## src/hdl/cld_pkg.sv

```systemverilog
// ----------------------------------------------------------------------------
// cld_pkg
// Shared types, constants and helpers of the content-length deframer.
// ----------------------------------------------------------------------------
package cld_pkg;

    // Width of the parsed length and of the saturating digit accumulator
    localparam int LENGTH_BITS  = 24;
    localparam int ACC_W        = LENGTH_BITS + 1;

    // Default longest line, terminator included
    localparam int LINE_MAX_DEF = 512;

    // Header prefix "Content-Length:"
    localparam int PREFIX_LEN   = 15;
    localparam int PREFIX_IDX_W = 4;

    // Special characters
    localparam logic [7:0] CHAR_CR    = 8'h0D;
    localparam logic [7:0] CHAR_LF    = 8'h0A;
    localparam logic [7:0] CHAR_TAB   = 8'h09;
    localparam logic [7:0] CHAR_VT    = 8'h0B;
    localparam logic [7:0] CHAR_FF    = 8'h0C;
    localparam logic [7:0] CHAR_SPACE = 8'h20;
    localparam logic [7:0] CHAR_PLUS  = 8'h2B;
    localparam logic [7:0] CHAR_MINUS = 8'h2D;
    localparam logic [7:0] CHAR_ZERO  = 8'h30;
    localparam logic [7:0] CHAR_NINE  = 8'h39;
    localparam logic [7:0] CHAR_UP_A  = 8'h41;
    localparam logic [7:0] CHAR_UP_Z  = 8'h5A;
    localparam logic [7:0] CASE_OFS   = 8'h20;

    // Result kinds
    typedef enum logic [1:0] {
        KIND_HDR_DONE   = 2'd0,
        KIND_BODY       = 2'd1,
        KIND_BAD_LEN    = 2'd2,
        KIND_STREAM_END = 2'd3
    } t_kind;

    // Message phase
    typedef enum logic {
        PH_HEADER = 1'b0,
        PH_BODY   = 1'b1
    } t_phase;

    // Number parser stage of a length line
    typedef enum logic [1:0] {
        NS_SKIP   = 2'd0,
        NS_SIGN   = 2'd1,
        NS_DIGITS = 2'd2,
        NS_STOP   = 2'd3
    } t_num_stage;

    // One input beat
    typedef struct packed {
        logic [7:0] in_byte;
        logic       stream_end;
    } t_item;

    // One result beat
    typedef struct packed {
        t_kind                  kind;
        logic [7:0]             body_byte;
        logic [LENGTH_BITS-1:0] body_length;
        logic                   last;
    } t_result;

    // ASCII upper to lower case
    function automatic logic [7:0] to_lower(input logic [7:0] c);
        logic [7:0] r;
        r = c;
        if (c >= CHAR_UP_A && c <= CHAR_UP_Z) begin
            r = c + CASE_OFS;
        end
        return r;
    endfunction

    // Lower-case prefix character at a position
    function automatic logic [7:0] prefix_char(input logic [PREFIX_IDX_W-1:0] idx);
        logic [7:0] r;
        unique case (idx)
            4'd0:    r = 8'h63; // c
            4'd1:    r = 8'h6F; // o
            4'd2:    r = 8'h6E; // n
            4'd3:    r = 8'h74; // t
            4'd4:    r = 8'h65; // e
            4'd5:    r = 8'h6E; // n
            4'd6:    r = 8'h74; // t
            4'd7:    r = 8'h2D; // -
            4'd8:    r = 8'h6C; // l
            4'd9:    r = 8'h65; // e
            4'd10:   r = 8'h6E; // n
            4'd11:   r = 8'h67; // g
            4'd12:   r = 8'h74; // t
            4'd13:   r = 8'h68; // h
            4'd14:   r = 8'h3A; // :
            default: r = 8'h00;
        endcase
        return r;
    endfunction

endpackage

```

## src/hdl/content_length_deframer_core.sv

```systemverilog
// ----------------------------------------------------------------------------
// content_length_deframer_core
// Splits a byte stream into messages framed by a "Content-Length:" header.
//
//  Channel   Dir  tdata                               tuser          tlast
//  s_axis    in   [7:0] in_byte                       stream_end     -
//  m_axis    out  [7:0] body_byte, [31:8] body_length [1:0] kind     last
//
// One beat per clock while m_axis does not stall: input register, parse logic,
// result register, in that order, before a beat's result shows on m_axis.
// Header bytes other than an empty line or a stream end give no result beat.
// Reset is synchronous, active low, and starts a fresh header.
// A stall on m_axis holds the result register and backs up into s_axis
// once the input register is full; no beat is dropped.
// ----------------------------------------------------------------------------
module content_length_deframer_core
    import cld_pkg::*;
#(
    parameter int LINE_MAX = LINE_MAX_DEF
)(
    input  logic        i_clk,
    input  logic        i_rst_n,
    input  logic        i_s_axis_tvalid,
    output logic        o_s_axis_tready,
    input  logic [7:0]  i_s_axis_tdata,   // [7:0] in_byte
    input  logic        i_s_axis_tuser,   // [0] stream_end
    output logic        o_m_axis_tvalid,
    input  logic        i_m_axis_tready,
    output logic [31:0] o_m_axis_tdata,   // [7:0] body_byte, [31:8] body_length
    output logic [1:0]  o_m_axis_tuser,   // [1:0] kind
    output logic        o_m_axis_tlast    // last
);

    t_item   w_in_item;
    t_item   w_item;
    logic    w_item_vld;
    logic    w_take;
    logic    w_out_free;
    logic    w_res_vld;
    t_result w_res;
    t_result w_out_res;
    t_phase  w_phase;

    assign w_in_item.in_byte    = i_s_axis_tdata;
    assign w_in_item.stream_end = i_s_axis_tuser;

    // Hand the held beat to the parser when the result register has room
    assign w_take = w_item_vld && w_out_free;

    cld_in_stage u_in_stage (
        .i_clk   (i_clk),
        .i_rst_n (i_rst_n),
        .i_valid (i_s_axis_tvalid),
        .o_ready (o_s_axis_tready),
        .i_item  (w_in_item),
        .i_take  (w_take),
        .o_valid (w_item_vld),
        .o_item  (w_item)
    );

    cld_parser #(
        .LINE_MAX (LINE_MAX)
    ) u_parser (
        .i_clk     (i_clk),
        .i_rst_n   (i_rst_n),
        .i_take    (w_take),
        .i_item    (w_item),
        .o_res_vld (w_res_vld),
        .o_res     (w_res),
        .o_phase   (w_phase)
    );

    cld_out_stage u_out_stage (
        .i_clk   (i_clk),
        .i_rst_n (i_rst_n),
        .i_load  (w_res_vld),
        .i_res   (w_res),
        .o_free  (w_out_free),
        .o_valid (o_m_axis_tvalid),
        .i_ready (i_m_axis_tready),
        .o_res   (w_out_res)
    );

    // Pack the result beat
    assign o_m_axis_tdata = {w_out_res.body_length, w_out_res.body_byte};
    assign o_m_axis_tuser = w_out_res.kind;
    assign o_m_axis_tlast = w_out_res.last;

    // A held beat that is not taken stays in the input register
    a_in_held: assert property (@(posedge i_clk) disable iff (!i_rst_n)
        w_item_vld && !w_take |=> w_item_vld)
        else $error("input beat lost while stalled");

    // A stream end always returns the parser to the header phase
    a_end_to_header: assert property (@(posedge i_clk) disable iff (!i_rst_n)
        w_take && w_item.stream_end |=> w_phase == PH_HEADER)
        else $error("stream end did not restart the header");

    // A produced result shows up on the master side next cycle
    a_res_shown: assert property (@(posedge i_clk) disable iff (!i_rst_n)
        w_res_vld |=> o_m_axis_tvalid)
        else $error("result beat not presented");

    // No result is produced while the output register is full and stalled
    a_no_overwrite: assert property (@(posedge i_clk) disable iff (!i_rst_n)
        o_m_axis_tvalid && !i_m_axis_tready |-> !w_res_vld)
        else $error("result register overwritten");

endmodule

```

## src/hdl/cld_in_stage.sv

```systemverilog
// ----------------------------------------------------------------------------
// cld_in_stage
// Input register: captures one beat from the slave side and holds it until
// the parser takes it.
// ----------------------------------------------------------------------------
module cld_in_stage
    import cld_pkg::*;
(
    input  logic  i_clk,
    input  logic  i_rst_n,
    input  logic  i_valid,
    output logic  o_ready,
    input  t_item i_item,
    input  logic  i_take,
    output logic  o_valid,
    output t_item o_item
);

    logic  r_vld;
    t_item r_item;

    // Free when empty or when the held beat leaves this cycle
    assign o_ready = !r_vld || i_take;
    assign o_valid = r_vld;
    assign o_item  = r_item;

    // Track occupancy
    always_ff @(posedge i_clk) begin
        if (!i_rst_n) begin
            r_vld <= 1'b0;
        end else if (i_valid && o_ready) begin
            r_vld <= 1'b1;
        end else if (i_take) begin
            r_vld <= 1'b0;
        end
    end

    // Capture payload
    always_ff @(posedge i_clk) begin
        if (i_valid && o_ready) begin
            r_item <= i_item;
        end
    end

endmodule

```

## src/hdl/cld_parser.sv

```systemverilog
// ----------------------------------------------------------------------------
// cld_parser
// Header and body state machine: one input beat updates the parse state and
// yields at most one result.
// ----------------------------------------------------------------------------
module cld_parser
    import cld_pkg::*;
#(
    parameter int LINE_MAX = LINE_MAX_DEF
)(
    input  logic    i_clk,
    input  logic    i_rst_n,
    input  logic    i_take,
    input  t_item   i_item,
    output logic    o_res_vld,
    output t_result o_res,
    output t_phase  o_phase
);

    localparam int COL_W = $clog2(LINE_MAX);
    localparam logic [COL_W-1:0]   COL_LAST    = COL_W'(LINE_MAX - 1);
    localparam logic [COL_W-1:0]   PREFIX_COL  = COL_W'(PREFIX_LEN);
    localparam logic [ACC_W-1:0]   ACC_SAT     = {1'b1, {LENGTH_BITS{1'b0}}};
    localparam int                 MUL_W       = ACC_W + 3;
    localparam logic [MUL_W-1:0]   MUL_SAT     = MUL_W'(ACC_SAT);

    t_phase                 r_phase,     n_phase;
    logic [COL_W-1:0]       r_column,    n_column;
    logic                   r_prefix_ok, n_prefix_ok;
    t_num_stage             r_stage,     n_stage;
    logic                   r_neg,       n_neg;
    logic [ACC_W-1:0]       r_acc,       n_acc;
    logic                   r_len_valid, n_len_valid;
    logic [ACC_W-1:0]       r_len_value, n_len_value;
    logic [LENGTH_BITS-1:0] r_rem,       n_rem;

    logic [7:0]             w_c;
    logic                   w_is_digit;
    logic                   w_is_blank;
    logic                   w_is_sign;
    logic                   w_commit_ok;
    logic                   w_len_ok;
    logic [ACC_W-1:0]       w_acc_base;
    logic [MUL_W-1:0]       w_acc_mul;
    logic [ACC_W-1:0]       w_acc_next;
    logic [LENGTH_BITS-1:0] w_rem_dec;

    assign w_c        = i_item.in_byte;
    assign w_is_digit = (w_c >= CHAR_ZERO) && (w_c <= CHAR_NINE);
    assign w_is_blank = (w_c == CHAR_SPACE) || (w_c == CHAR_TAB) ||
                        (w_c == CHAR_VT) || (w_c == CHAR_FF);
    assign w_is_sign  = (w_c == CHAR_PLUS) || (w_c == CHAR_MINUS);

    // A line's number counts if digits were seen and it is not a nonzero negative
    assign w_commit_ok = (r_stage == NS_DIGITS) && !(r_neg && (r_acc != '0));
    assign w_len_ok    = r_len_valid && !r_len_value[LENGTH_BITS];

    // Accumulate a decimal digit, saturating just above the cap
    assign w_acc_base = (r_stage == NS_DIGITS) ? r_acc : '0;
    assign w_acc_mul  = ({3'b000, w_acc_base} << 3) + ({3'b000, w_acc_base} << 1)
                      + MUL_W'(w_c[3:0]);
    assign w_acc_next = (w_acc_mul > MUL_SAT) ? ACC_SAT : w_acc_mul[ACC_W-1:0];

    // Body countdown
    assign w_rem_dec  = (r_rem != '0) ? (r_rem - LENGTH_BITS'(1)) : r_rem;

    assign o_phase = r_phase;

    // Next state
    always_comb begin
        n_phase     = r_phase;
        n_column    = r_column;
        n_prefix_ok = r_prefix_ok;
        n_stage     = r_stage;
        n_neg       = r_neg;
        n_acc       = r_acc;
        n_len_valid = r_len_valid;
        n_len_value = r_len_value;
        n_rem       = r_rem;
        if (i_take) begin
            priority if (i_item.stream_end) begin
                // Link closed: fresh header
                n_phase     = PH_HEADER;
                n_column    = '0;
                n_prefix_ok = 1'b1;
                n_stage     = NS_SKIP;
                n_neg       = 1'b0;
                n_acc       = '0;
                n_len_valid = 1'b0;
                n_len_value = '0;
                n_rem       = '0;
            end else if (r_phase == PH_BODY) begin
                // Count down body beats, back to header after the last one
                n_rem = w_rem_dec;
                if (w_rem_dec == '0) begin
                    n_phase     = PH_HEADER;
                    n_column    = '0;
                    n_prefix_ok = 1'b1;
                    n_stage     = NS_SKIP;
                    n_neg       = 1'b0;
                    n_acc       = '0;
                    n_len_valid = 1'b0;
                    n_len_value = '0;
                end
            end else if (w_c == CHAR_CR) begin
                // Drop CR
            end else if (w_c == CHAR_LF) begin
                if (r_column != '0) begin
                    // End of a header line: settle its length, clear line state
                    if (r_prefix_ok && (r_column >= PREFIX_COL)) begin
                        n_len_valid = w_commit_ok;
                        n_len_value = w_commit_ok ? r_acc : '0;
                    end
                    n_column    = '0;
                    n_prefix_ok = 1'b1;
                    n_stage     = NS_SKIP;
                    n_neg       = 1'b0;
                    n_acc       = '0;
                end else begin
                    // Empty line: header ends
                    n_phase     = PH_HEADER;
                    n_column    = '0;
                    n_prefix_ok = 1'b1;
                    n_stage     = NS_SKIP;
                    n_neg       = 1'b0;
                    n_acc       = '0;
                    n_len_valid = 1'b0;
                    n_len_value = '0;
                    n_rem       = '0;
                    if (w_len_ok && (r_len_value != '0)) begin
                        n_phase = PH_BODY;
                        n_rem   = r_len_value[LENGTH_BITS-1:0];
                    end
                end
            end else if (r_column < COL_LAST) begin
                // Ordinary line character
                n_column = r_column + COL_W'(1);
                priority if (r_column < PREFIX_COL) begin
                    if (r_prefix_ok &&
                        (to_lower(w_c) != prefix_char(r_column[PREFIX_IDX_W-1:0]))) begin
                        n_prefix_ok = 1'b0;
                    end
                end else if (!r_prefix_ok) begin
                    // Not a length line: ignore
                end else if (w_is_digit) begin
                    n_acc   = w_acc_next;
                    n_stage = NS_DIGITS;
                end else if ((r_stage == NS_SKIP) && w_is_blank) begin
                    // Skip leading blanks
                end else if ((r_stage == NS_SKIP) && w_is_sign) begin
                    n_neg   = (w_c == CHAR_MINUS);
                    n_stage = NS_SIGN;
                end else begin
                    // Parsing stops: fix the line's effect now
                    n_len_valid = w_commit_ok;
                    n_len_value = w_commit_ok ? r_acc : '0;
                    n_stage     = NS_STOP;
                    n_prefix_ok = 1'b0;
                end
            end else begin
                // Drop characters past the line limit
            end
        end
    end

    // Result of the current beat
    always_comb begin
        o_res_vld         = 1'b0;
        o_res.kind        = KIND_HDR_DONE;
        o_res.body_byte   = '0;
        o_res.body_length = '0;
        o_res.last        = 1'b0;
        if (i_take) begin
            priority if (i_item.stream_end) begin
                o_res_vld  = 1'b1;
                o_res.kind = KIND_STREAM_END;
            end else if (r_phase == PH_BODY) begin
                o_res_vld       = 1'b1;
                o_res.kind      = KIND_BODY;
                o_res.body_byte = w_c;
                o_res.last      = (w_rem_dec == '0);
            end else if ((w_c == CHAR_LF) && (r_column == '0)) begin
                o_res_vld = 1'b1;
                if (w_len_ok) begin
                    o_res.kind        = KIND_HDR_DONE;
                    o_res.body_length = r_len_value[LENGTH_BITS-1:0];
                    o_res.last        = (r_len_value == '0);
                end else begin
                    o_res.kind = KIND_BAD_LEN;
                end
            end else begin
                // Other header bytes give no result
            end
        end
    end

    // State registers
    always_ff @(posedge i_clk) begin
        if (!i_rst_n) begin
            r_phase     <= PH_HEADER;
            r_column    <= '0;
            r_prefix_ok <= 1'b1;
            r_stage     <= NS_SKIP;
            r_neg       <= 1'b0;
            r_acc       <= '0;
            r_len_valid <= 1'b0;
            r_len_value <= '0;
            r_rem       <= '0;
        end else begin
            r_phase     <= n_phase;
            r_column    <= n_column;
            r_prefix_ok <= n_prefix_ok;
            r_stage     <= n_stage;
            r_neg       <= n_neg;
            r_acc       <= n_acc;
            r_len_valid <= n_len_valid;
            r_len_value <= n_len_value;
            r_rem       <= n_rem;
        end
    end

endmodule

```

## src/hdl/cld_out_stage.sv

```systemverilog
// ----------------------------------------------------------------------------
// cld_out_stage
// Result register: holds one result beat for the master side.
// ----------------------------------------------------------------------------
module cld_out_stage
    import cld_pkg::*;
(
    input  logic    i_clk,
    input  logic    i_rst_n,
    input  logic    i_load,
    input  t_result i_res,
    output logic    o_free,
    output logic    o_valid,
    input  logic    i_ready,
    output t_result o_res
);

    logic    r_vld;
    t_result r_res;

    // Room when empty or when the held beat is taken this cycle
    assign o_free  = !r_vld || i_ready;
    assign o_valid = r_vld;
    assign o_res   = r_res;

    // Track occupancy
    always_ff @(posedge i_clk) begin
        if (!i_rst_n) begin
            r_vld <= 1'b0;
        end else if (i_load) begin
            r_vld <= 1'b1;
        end else if (i_ready) begin
            r_vld <= 1'b0;
        end
    end

    // Capture payload
    always_ff @(posedge i_clk) begin
        if (i_load) begin
            r_res <= i_res;
        end
    end

endmodule
```

## config.mk

```make
export PLATFORM = sky130hd
export DESIGN_NAME = content_length_deframer_core
export DESIGN_NICKNAME = d
export VERILOG_FILES = /design/src/hdl/cld_pkg.sv /design/src/hdl/content_length_deframer_core.sv /design/src/hdl/cld_in_stage.sv /design/src/hdl/cld_parser.sv /design/src/hdl/cld_out_stage.sv
export SDC_FILE = /design/constraint.sdc
export NUM_CORES = 1
export LEC_CHECK = 0
export ABC_CLOCK_PERIOD_IN_PS = 5700
export BUFFER_PORTS_ARGS = -buffer_cell sky130_fd_sc_hd__clkbuf_2
export CELL_PAD_IN_SITES_DETAIL_PLACEMENT = 0
export CELL_PAD_IN_SITES_GLOBAL_PLACEMENT = 1
export CORE_ASPECT_RATIO = 0.6
export CORE_MARGIN = 5
export CORE_UTILIZATION = 49
export CTS_BUF_LIST = sky130_fd_sc_hd__clkbuf_4
export DETAILED_ROUTE_END_ITERATION = 10
export PLACE_DENSITY_LB_ADDON = 0.12
export SETUP_SLACK_MARGIN = 0.02
export SLEW_MARGIN = 20
export SYNTH_ARGS = -nofsm -noshare
export SYNTH_HDL_FRONTEND = slang
export SYNTH_SLANG_ARGS = --single-unit
```

## constraint.sdc

```tcl
create_clock -name i_clk -period 5.7 [get_ports i_clk]
set_input_delay 0.285 -clock i_clk [delete_from_list [all_inputs] [get_ports i_clk]]
set_output_delay 0.285 -clock i_clk [all_outputs]
set_load 0.05 [all_outputs]
```

Yosys cells after proc, flatten, opt, wreduce, memory -nomap -nowiden
Memories as Yosys holds them, arrays and structs flattened. A register that Yosys moved wholly into a read port is not among the register bits.
Cells that the tools add are included.
Operators by class
  $add $sub $neg: 5
  multiply operators: 0
  div/mod/pow operators: 0
  magnitude comparators: 8
  eq/ne operators: 20
  shift operators: 0
  mux-type cells: 122
  bitwise logic cells: 4
  reduce and logical (&&, ||, !) cells: 48
Operator list (count)
  2-to-1 mux 25 bit: 24
  2-to-1 mux 24 bit: 7
  2-to-1 mux 8 bit: 15
  2-to-1 mux 9 bit: 6
  2-to-1 mux 1 bit: 53
  nonzero test 25 bit: 2
  equality test 8 x 4 -> 1 bit, second input constant: 5
  2-to-1 mux 2 bit: 15
  adder 28 x 26 -> 28 bit: 1
  adder 28 x 4 -> 28 bit: 1
  > comparator 28 x 25 -> 1 bit, second input constant: 1
  zero test 25 bit: 1
  equality test 8 x 6 -> 1 bit, second input constant: 3
  zero test 24 bit: 1
  nonzero test 24 bit: 1
  subtractor 24 x 1 -> 24 bit, second input constant: 1
  != test 4 x 3 -> 1 bit, second input constant: 4
  nonzero test 4 bit: 4
  AND reduction 7 bit: 2
  logical AND 1 bit: 13
  != test 5 x 4 -> 1 bit, second input constant: 2
  AND reduction 10 bit: 1
  adder 9 x 1 -> 9 bit, second input constant: 1
  greater-or-equal comparator 9 x 4 -> 1 bit, second input constant: 1
  27 further kinds: 42
Storage, ports and cells
  register bits after elaboration: 135
  bits in latches: 0
  bits in writable memories: 0
  ROM bits: 112
  input bits: 13
  output and inout port bits: 37
  word-level logic and storage cells: 225
  memories: 1
Memories
  (no name shown): depth 16, width 7, read ports 1, clocked after Yosys merged registers in 1, write ports 0, RTL line cld_pkg.sv:82  | unique case (idx)

Longest topological paths before layout
  word-level depth: 19
  mapped depth: 19
  gate-level depth less buffers: 16

By module
Synthesis repeated with hierarchy kept, for this count alone.
Second synthesis, totals
  cell total of the unflattened synthesis: 1051
  area, all modules: 9117.5 µm²
By module, submodules not included
  cld_parser: times used 1, cells an instance 997, area each 7683.6 µm², seq. area each 1921.8 µm²
  cld_out_stage: times used 1, cells an instance 39, area each 1099.8 µm², seq. area each 1071.0 µm²
  cld_in_stage: times used 1, cells an instance 14, area each 327.8 µm², seq. area each 290.3 µm²
  content_length_deframer_core: times used 1, cells an instance 1, area each 6.3 µm², seq. area each 0.0 µm²

Worst setup path before layout
Ideal clock, no wire load.
  path kind: register -> register
  start point: register u_parser.r_stage[1]
  end point: register u_parser.r_acc[12]
  setup time: 0.059 ns
  arrival time: 4.672 ns
  required time: 5.641 ns
  path slack: 0.970 ns
  stages on the path, launching flop included: 18
  buffers on the path: 3
  period minus slack after synthesis: 4.730 ns
  cells stage by stage: dfxtp_1 nor2b_1 clkbuf_1 clkbuf_1 and2_1 ha_1 ha_1 a21o_1 a21o_1 or2_4 xor2_1 or4_1 a211o_1 or4_1 or4_4 a211oi_4 buf_6 a22o_1
Between the ends
  cells in the longest elaborated chain, start to end: 14
RTL lines
  start, declared: RTL line cld_parser.sv:30  | t_num_stage r_stage, n_stage;
  start signal, assigned: RTL line cld_parser.sv:213  | r_stage <= n_stage;
  equality test 2 bit (*): RTL line cld_parser.sv:59  | assign w_acc_base = (r_stage == NS_DIGITS) ? r_acc : '0;
  2-to-1 mux 25 bit (*): RTL line cld_parser.sv:59
  adder 28 x 26 -> 28 bit (*): RTL line cld_parser.sv:60  | assign w_acc_mul = ({3'b000, w_acc_base} << 3) + ({3'b000, w_acc_base} << 1)
  adder 28 x 4 -> 28 bit (*): RTL line cld_parser.sv:61  | + MUL_W'(w_c[3:0]);
  > comparator 28 x 25 -> 1 bit: RTL line cld_parser.sv:62  | assign w_acc_next = (w_acc_mul > MUL_SAT) ? ACC_SAT : w_acc_mul[ACC_W-1:0];
  2-to-1 mux 25 bit (*): RTL line cld_parser.sv:62
  2-to-1 mux 25 bit (*): RTL line cld_parser.sv:145  | end else if (w_is_digit) begin
  2-to-1 mux 25 bit (*): RTL line cld_parser.sv:143  | end else if (!r_prefix_ok) begin
  2-to-1 mux 25 bit (*): RTL line cld_parser.sv:138  | priority if (r_column < PREFIX_COL) begin
  2-to-1 mux 25 bit (*): RTL line cld_parser.sv:135  | end else if (r_column < COL_LAST) begin
  2-to-1 mux 25 bit (*): RTL line cld_parser.sv:107  | end else if (w_c == CHAR_LF) begin
  2-to-1 mux 25 bit (*): RTL line cld_parser.sv:105  | end else if (w_c == CHAR_CR) begin
  2-to-1 mux 25 bit (*): RTL line cld_parser.sv:92  | end else if (r_phase == PH_BODY) begin
  2-to-1 mux 25 bit (*): RTL line cld_parser.sv:81  | priority if (i_item.stream_end) begin
  end signal, assigned: RTL line cld_parser.sv:215  | r_acc <= n_acc;
  end, declared: RTL line cld_parser.sv:32  | logic [ACC_W-1:0] r_acc, n_acc;
Every way passes the cells marked *; elsewhere a longest branch is shown, timed or not. The select of a mux whose other input is x is not followed.
A chain may end at the register's enable or synchronous reset.

Worst setup path in the final report
Same ends and word-level chain as after synthesis.

==> results.py <==
metrics = {
    "sta": {
        "rsz0062_at_grt": "no",
        "setup_tns_ns": 0,
        "relSlewSlack": 0.3034,
        "hold_violations": 0,
        "clock_skew_ns": 0.02341,
        "fmax_mhz": 198.8,
        "setup_viol": 0,
        "worst_pin_slew_ns": 1.041,
        "final_max_slew_viol_count": 0,
        "layout_setup_ws_ns": 0.6710,
        "period_share": 0.8823,
        "min_period_ns": 5.029,
    },
    "place": {
        "port_buffers": 49,
        "hpwl_mm": 18.92,
        "dp_slack_ns": 0.7324,
        "routabilityCongestion": 0.9692,
    },
    "floorplanning": {
        "core_area_sq_um": 18070,
        "initial_core_util": 0.4991,
        "rows": 38,
        "die_h_um": 115.1,
        "dieArea_sq_um": 21300,
        "die_x_um": 185.1,
        "io_pins": 50,
    },
    "yosys": {
        "synth_top_family_by_area": "simple AND/OR/NAND/NOR gates",
        "synthMuxAreaShare": 0.01152,
        "netlist.area_leader.share": 0.2176,
        "synth-edff-count": 44,
        "synth.avg_cell_area_sq_um": 8.858,
        "seq_area_frac_synth": 0.3641,
        "synth_top_area_cell": "dfxtp_1",
        "synth_ff_type": "dfxtp_1",
        "mappedNetlistArea_sq_um": 9017,
        "ys_seq_elements": 142,
        "async_reset_ff_frac": 0,
        "synthCells": 1018,
        "ys_warn_count": 0,
        "synthXorXnorAreaFrac": 0.03788,
        "synth_compound_area_frac": 0.2184,
        "synth_fp_nets": 1091,
        "synth_simple_gate_area_frac": 0.2466,
        "synthAdderAreaFrac": 0.08408,
        "synth_cell_type_count": 95,
        "ys_top_cells_by_area": "dfxtp_1 (22%), edfxtp_1 (15%), ha_1 (8.2%), and2_1 (4.6%), nor2_1 (4.6%)",
    },
    "power_and_ir_drop": {
        "p_leak_nw": 4.070,
        "ir_drop_uv": 117.2,
        "power_density_nw_per_um2": 182.7,
    },
    "global_route": {
        "antenna_found_initial": 1,
        "grt_pass1_vias": 7232,
        "grt_max_degree": 56,
        "grt_usage": 0.2428,
        "grt_pass1_wl_mm": 40.87,
        "grt_remaining_overflow": 0,
    },
    "routing": {
        "vias": 7941,
        "drtPass1Iterations": 6,
        "ant_nets": 0,
        "avgViaCountPerCell": 6.071,
        "wire_per_inst_um": 19.50,
        "drc_errors": 0,
        "wl_mm": 25.51,
        "drt-initial-drc-count": 839,
    },
    "worst_setup_path": {
        "crit_type": "flop to flop",
        "critPathLaunchType": "flop",
        "cp.required_ns": 6.18,
        "critPathCaptureType": "flop",
        "worst_ep_arrival_time_ns": 5.51,
        "cp_max_fo": 27,
    },
    "clock_network": {
        "htree_levels": 4,
        "cts_tree": "built",
        "clkTransAtPathRegs_ns": 0.13,
        "cts_made_buffers": 17,
        "cts_sinks": 142,
        "cts_buffer_depth": 2,
        "cts_setup_buffers": 0,
        "ctsHoldBuffers": 10,
        "clk_latency_ns": 0.55,
        "root_buffer": "clkbuf_4",
        "cts_resized": 0,
    },
    "layout": {
        "fillers": 1699,
        "fin_nets": 1127,
        "syn2layout_area_growth_pct": 8.506,
        "drive_above_1_share": 0.1209,
    },
    "min_path": {
        "min_path_type": "primary input to flop",
    },
    "outcome": {
        "outcome": "finished, final reports clean",
    },
    "job": {
        "drv_cap": 0,
    },
}
## worst max-delay path, cell delays in order (launching register included)
cell and delay (ns):
dfxtp_1 0.35, nor2b_1 0.13, buf_4 0.20, and2_1 0.20
ha_1 0.28, ha_1 0.16, inv_1 0.05, fa_1 0.39
and2b_1 0.25, o31a_1 0.18, a21oi_1 0.08, or3_1 0.37
or4_1 0.46, a211o_1 0.24, or4_1 0.43, or4_4 0.54
a211oi_4 0.24, buf_4 0.25, a22o_1 0.15
## cells by family (layout without fill, tap and decap cells)
group | count (synthesis) | after routing
AOI/OAI and AO/OA | 275 | 275
xor gates and xnor gates | 39 | 39
adders and majority gates | 60 | 60
buffers and inverters | 81 | 130
DFF | 142 | 142
muxes | 10 | 10
other | 0 | 1
and+or+nand+nor | 411 | 411
## cells in the mapped netlist, drive strengths merged (21+ instances only)
cell type    n
nor2       111
dfxtp       98
nand3       33
a22oi       48
a21oi       49
xnor2       24
ha          59
edfxtp      44
a22o        21
o21ai       58
nand2       58
nor4        21
and2        68
clkbuf      42
inv         25
## per-stage QoR
| step | hold slack [ns] | util | cells | area (sq um) | total power, mW |
|---|---|---|---|---|---|
| 2_1_floorplan | 0.3839 | - | 1018 | 9017 | 1.155 |
| 3_3_place_gp | 0.4624 | 0.5217 | 1265 | 9427 | 1.188 |
| 3_5_place_dp | 0.4636 | 0.5217 | 1265 | 9427 | 1.188 |
| 4_1_cts | 0.07326 | 0.5414 | 1307 | 9782 | 1.793 |
| 5_1_grt | 0.07690 | 0.5416 | 1308 | 9784 | 1.853 |
| 6_report | 0.09754 | 0.5416 | 1308 | 9784 | 1.788 |
## layout by cell type, fill, tap and decap left out, types with 19 or more instances in the layout
cell and instances:
nand2_1 58, o21ai_0 51, and2_1 66, inv_1 24
a22o_1 21, nand3_1 33, nor4_1 19, a22oi_1 48
a21oi_1 48, xnor2_1 24, clkbuf_2 49, nor2_1 109
dfxtp_1 98, edfxtp_1 44, ha_1 59
## routing by layer
layer | global-route usage | part of all wire | routed length [um] | up-vias
li1 | - | - | - | 3868
met1 | 0.4059 | 0.54 | 13800 | 3745
met2 | 0.3149 | 0.37 | 9523 | 309
met3 | 0.05122 | 0.078 | 1992 | 19
met4 | 0.04154 | 0.0076 | 195 | 0
met5 | 0 | 0 | 0 | -
## state kept, by name, summed over array words and instances (netlist names), named ones only
| name | cells |
|---|---|
| u_parser.r_acc | 25 |
| u_parser.o_phase | 1 |
| u_parser.r_rem | 24 |
| u_parser.r_neg | 1 |
| u_parser.r_len_value | 25 |
| u_parser.r_stage | 2 |
| u_parser.r_column | 9 |
| u_out_stage.o_valid | 1 |
| u_parser.r_prefix_ok | 1 |
| u_in_stage.o_item | 9 |
| u_in_stage.o_valid | 1 |
| u_parser.r_len_valid | 1 |
| u_out_stage.o_res | 35 |
## power breakdown
part | leakage [nW] | internal (mW) | switching, mW
sequential | 1.24 | 1.05 | 0.0114
clock | 0.138 | 0.221 | 0.395
combinational | 2.69 | 0.0338 | 0.0776
## worst paths after layout
kind                         from              endpoint  slack, ns  cells after the start
max           u_parser.r_stage[1]    u_parser.r_acc[12]       0.67                     18
min               i_m_axis_tready   u_out_stage.o_valid        0.1                      3
max reg2reg   u_parser.r_stage[1]    u_parser.r_acc[12]       0.67                     18
min reg2reg  u_parser.r_prefix_ok  u_parser.r_prefix_ok       0.50                      2
## cell type report
| class | count | area, sq um | share of cell area |
|---|---|---|---|
| multi-input combinational | 795 | 5399 | 0.5518 |
| sequential | 142 | 3283 | 0.3356 |
| timing repair buffer | 73 | 450.4 | 0.04604 |
| tap | 240 | 300.3 | 0.03069 |
| clock buffer | 18 | 135.1 | 0.01381 |
| clock inverter | 14 | 120.1 | 0.01228 |
| inverter | 25 | 93.84 | 0.009591 |
| antenna | 1 | 2.502 | 0.0002558 |
(Power assumes the default switching activity.)
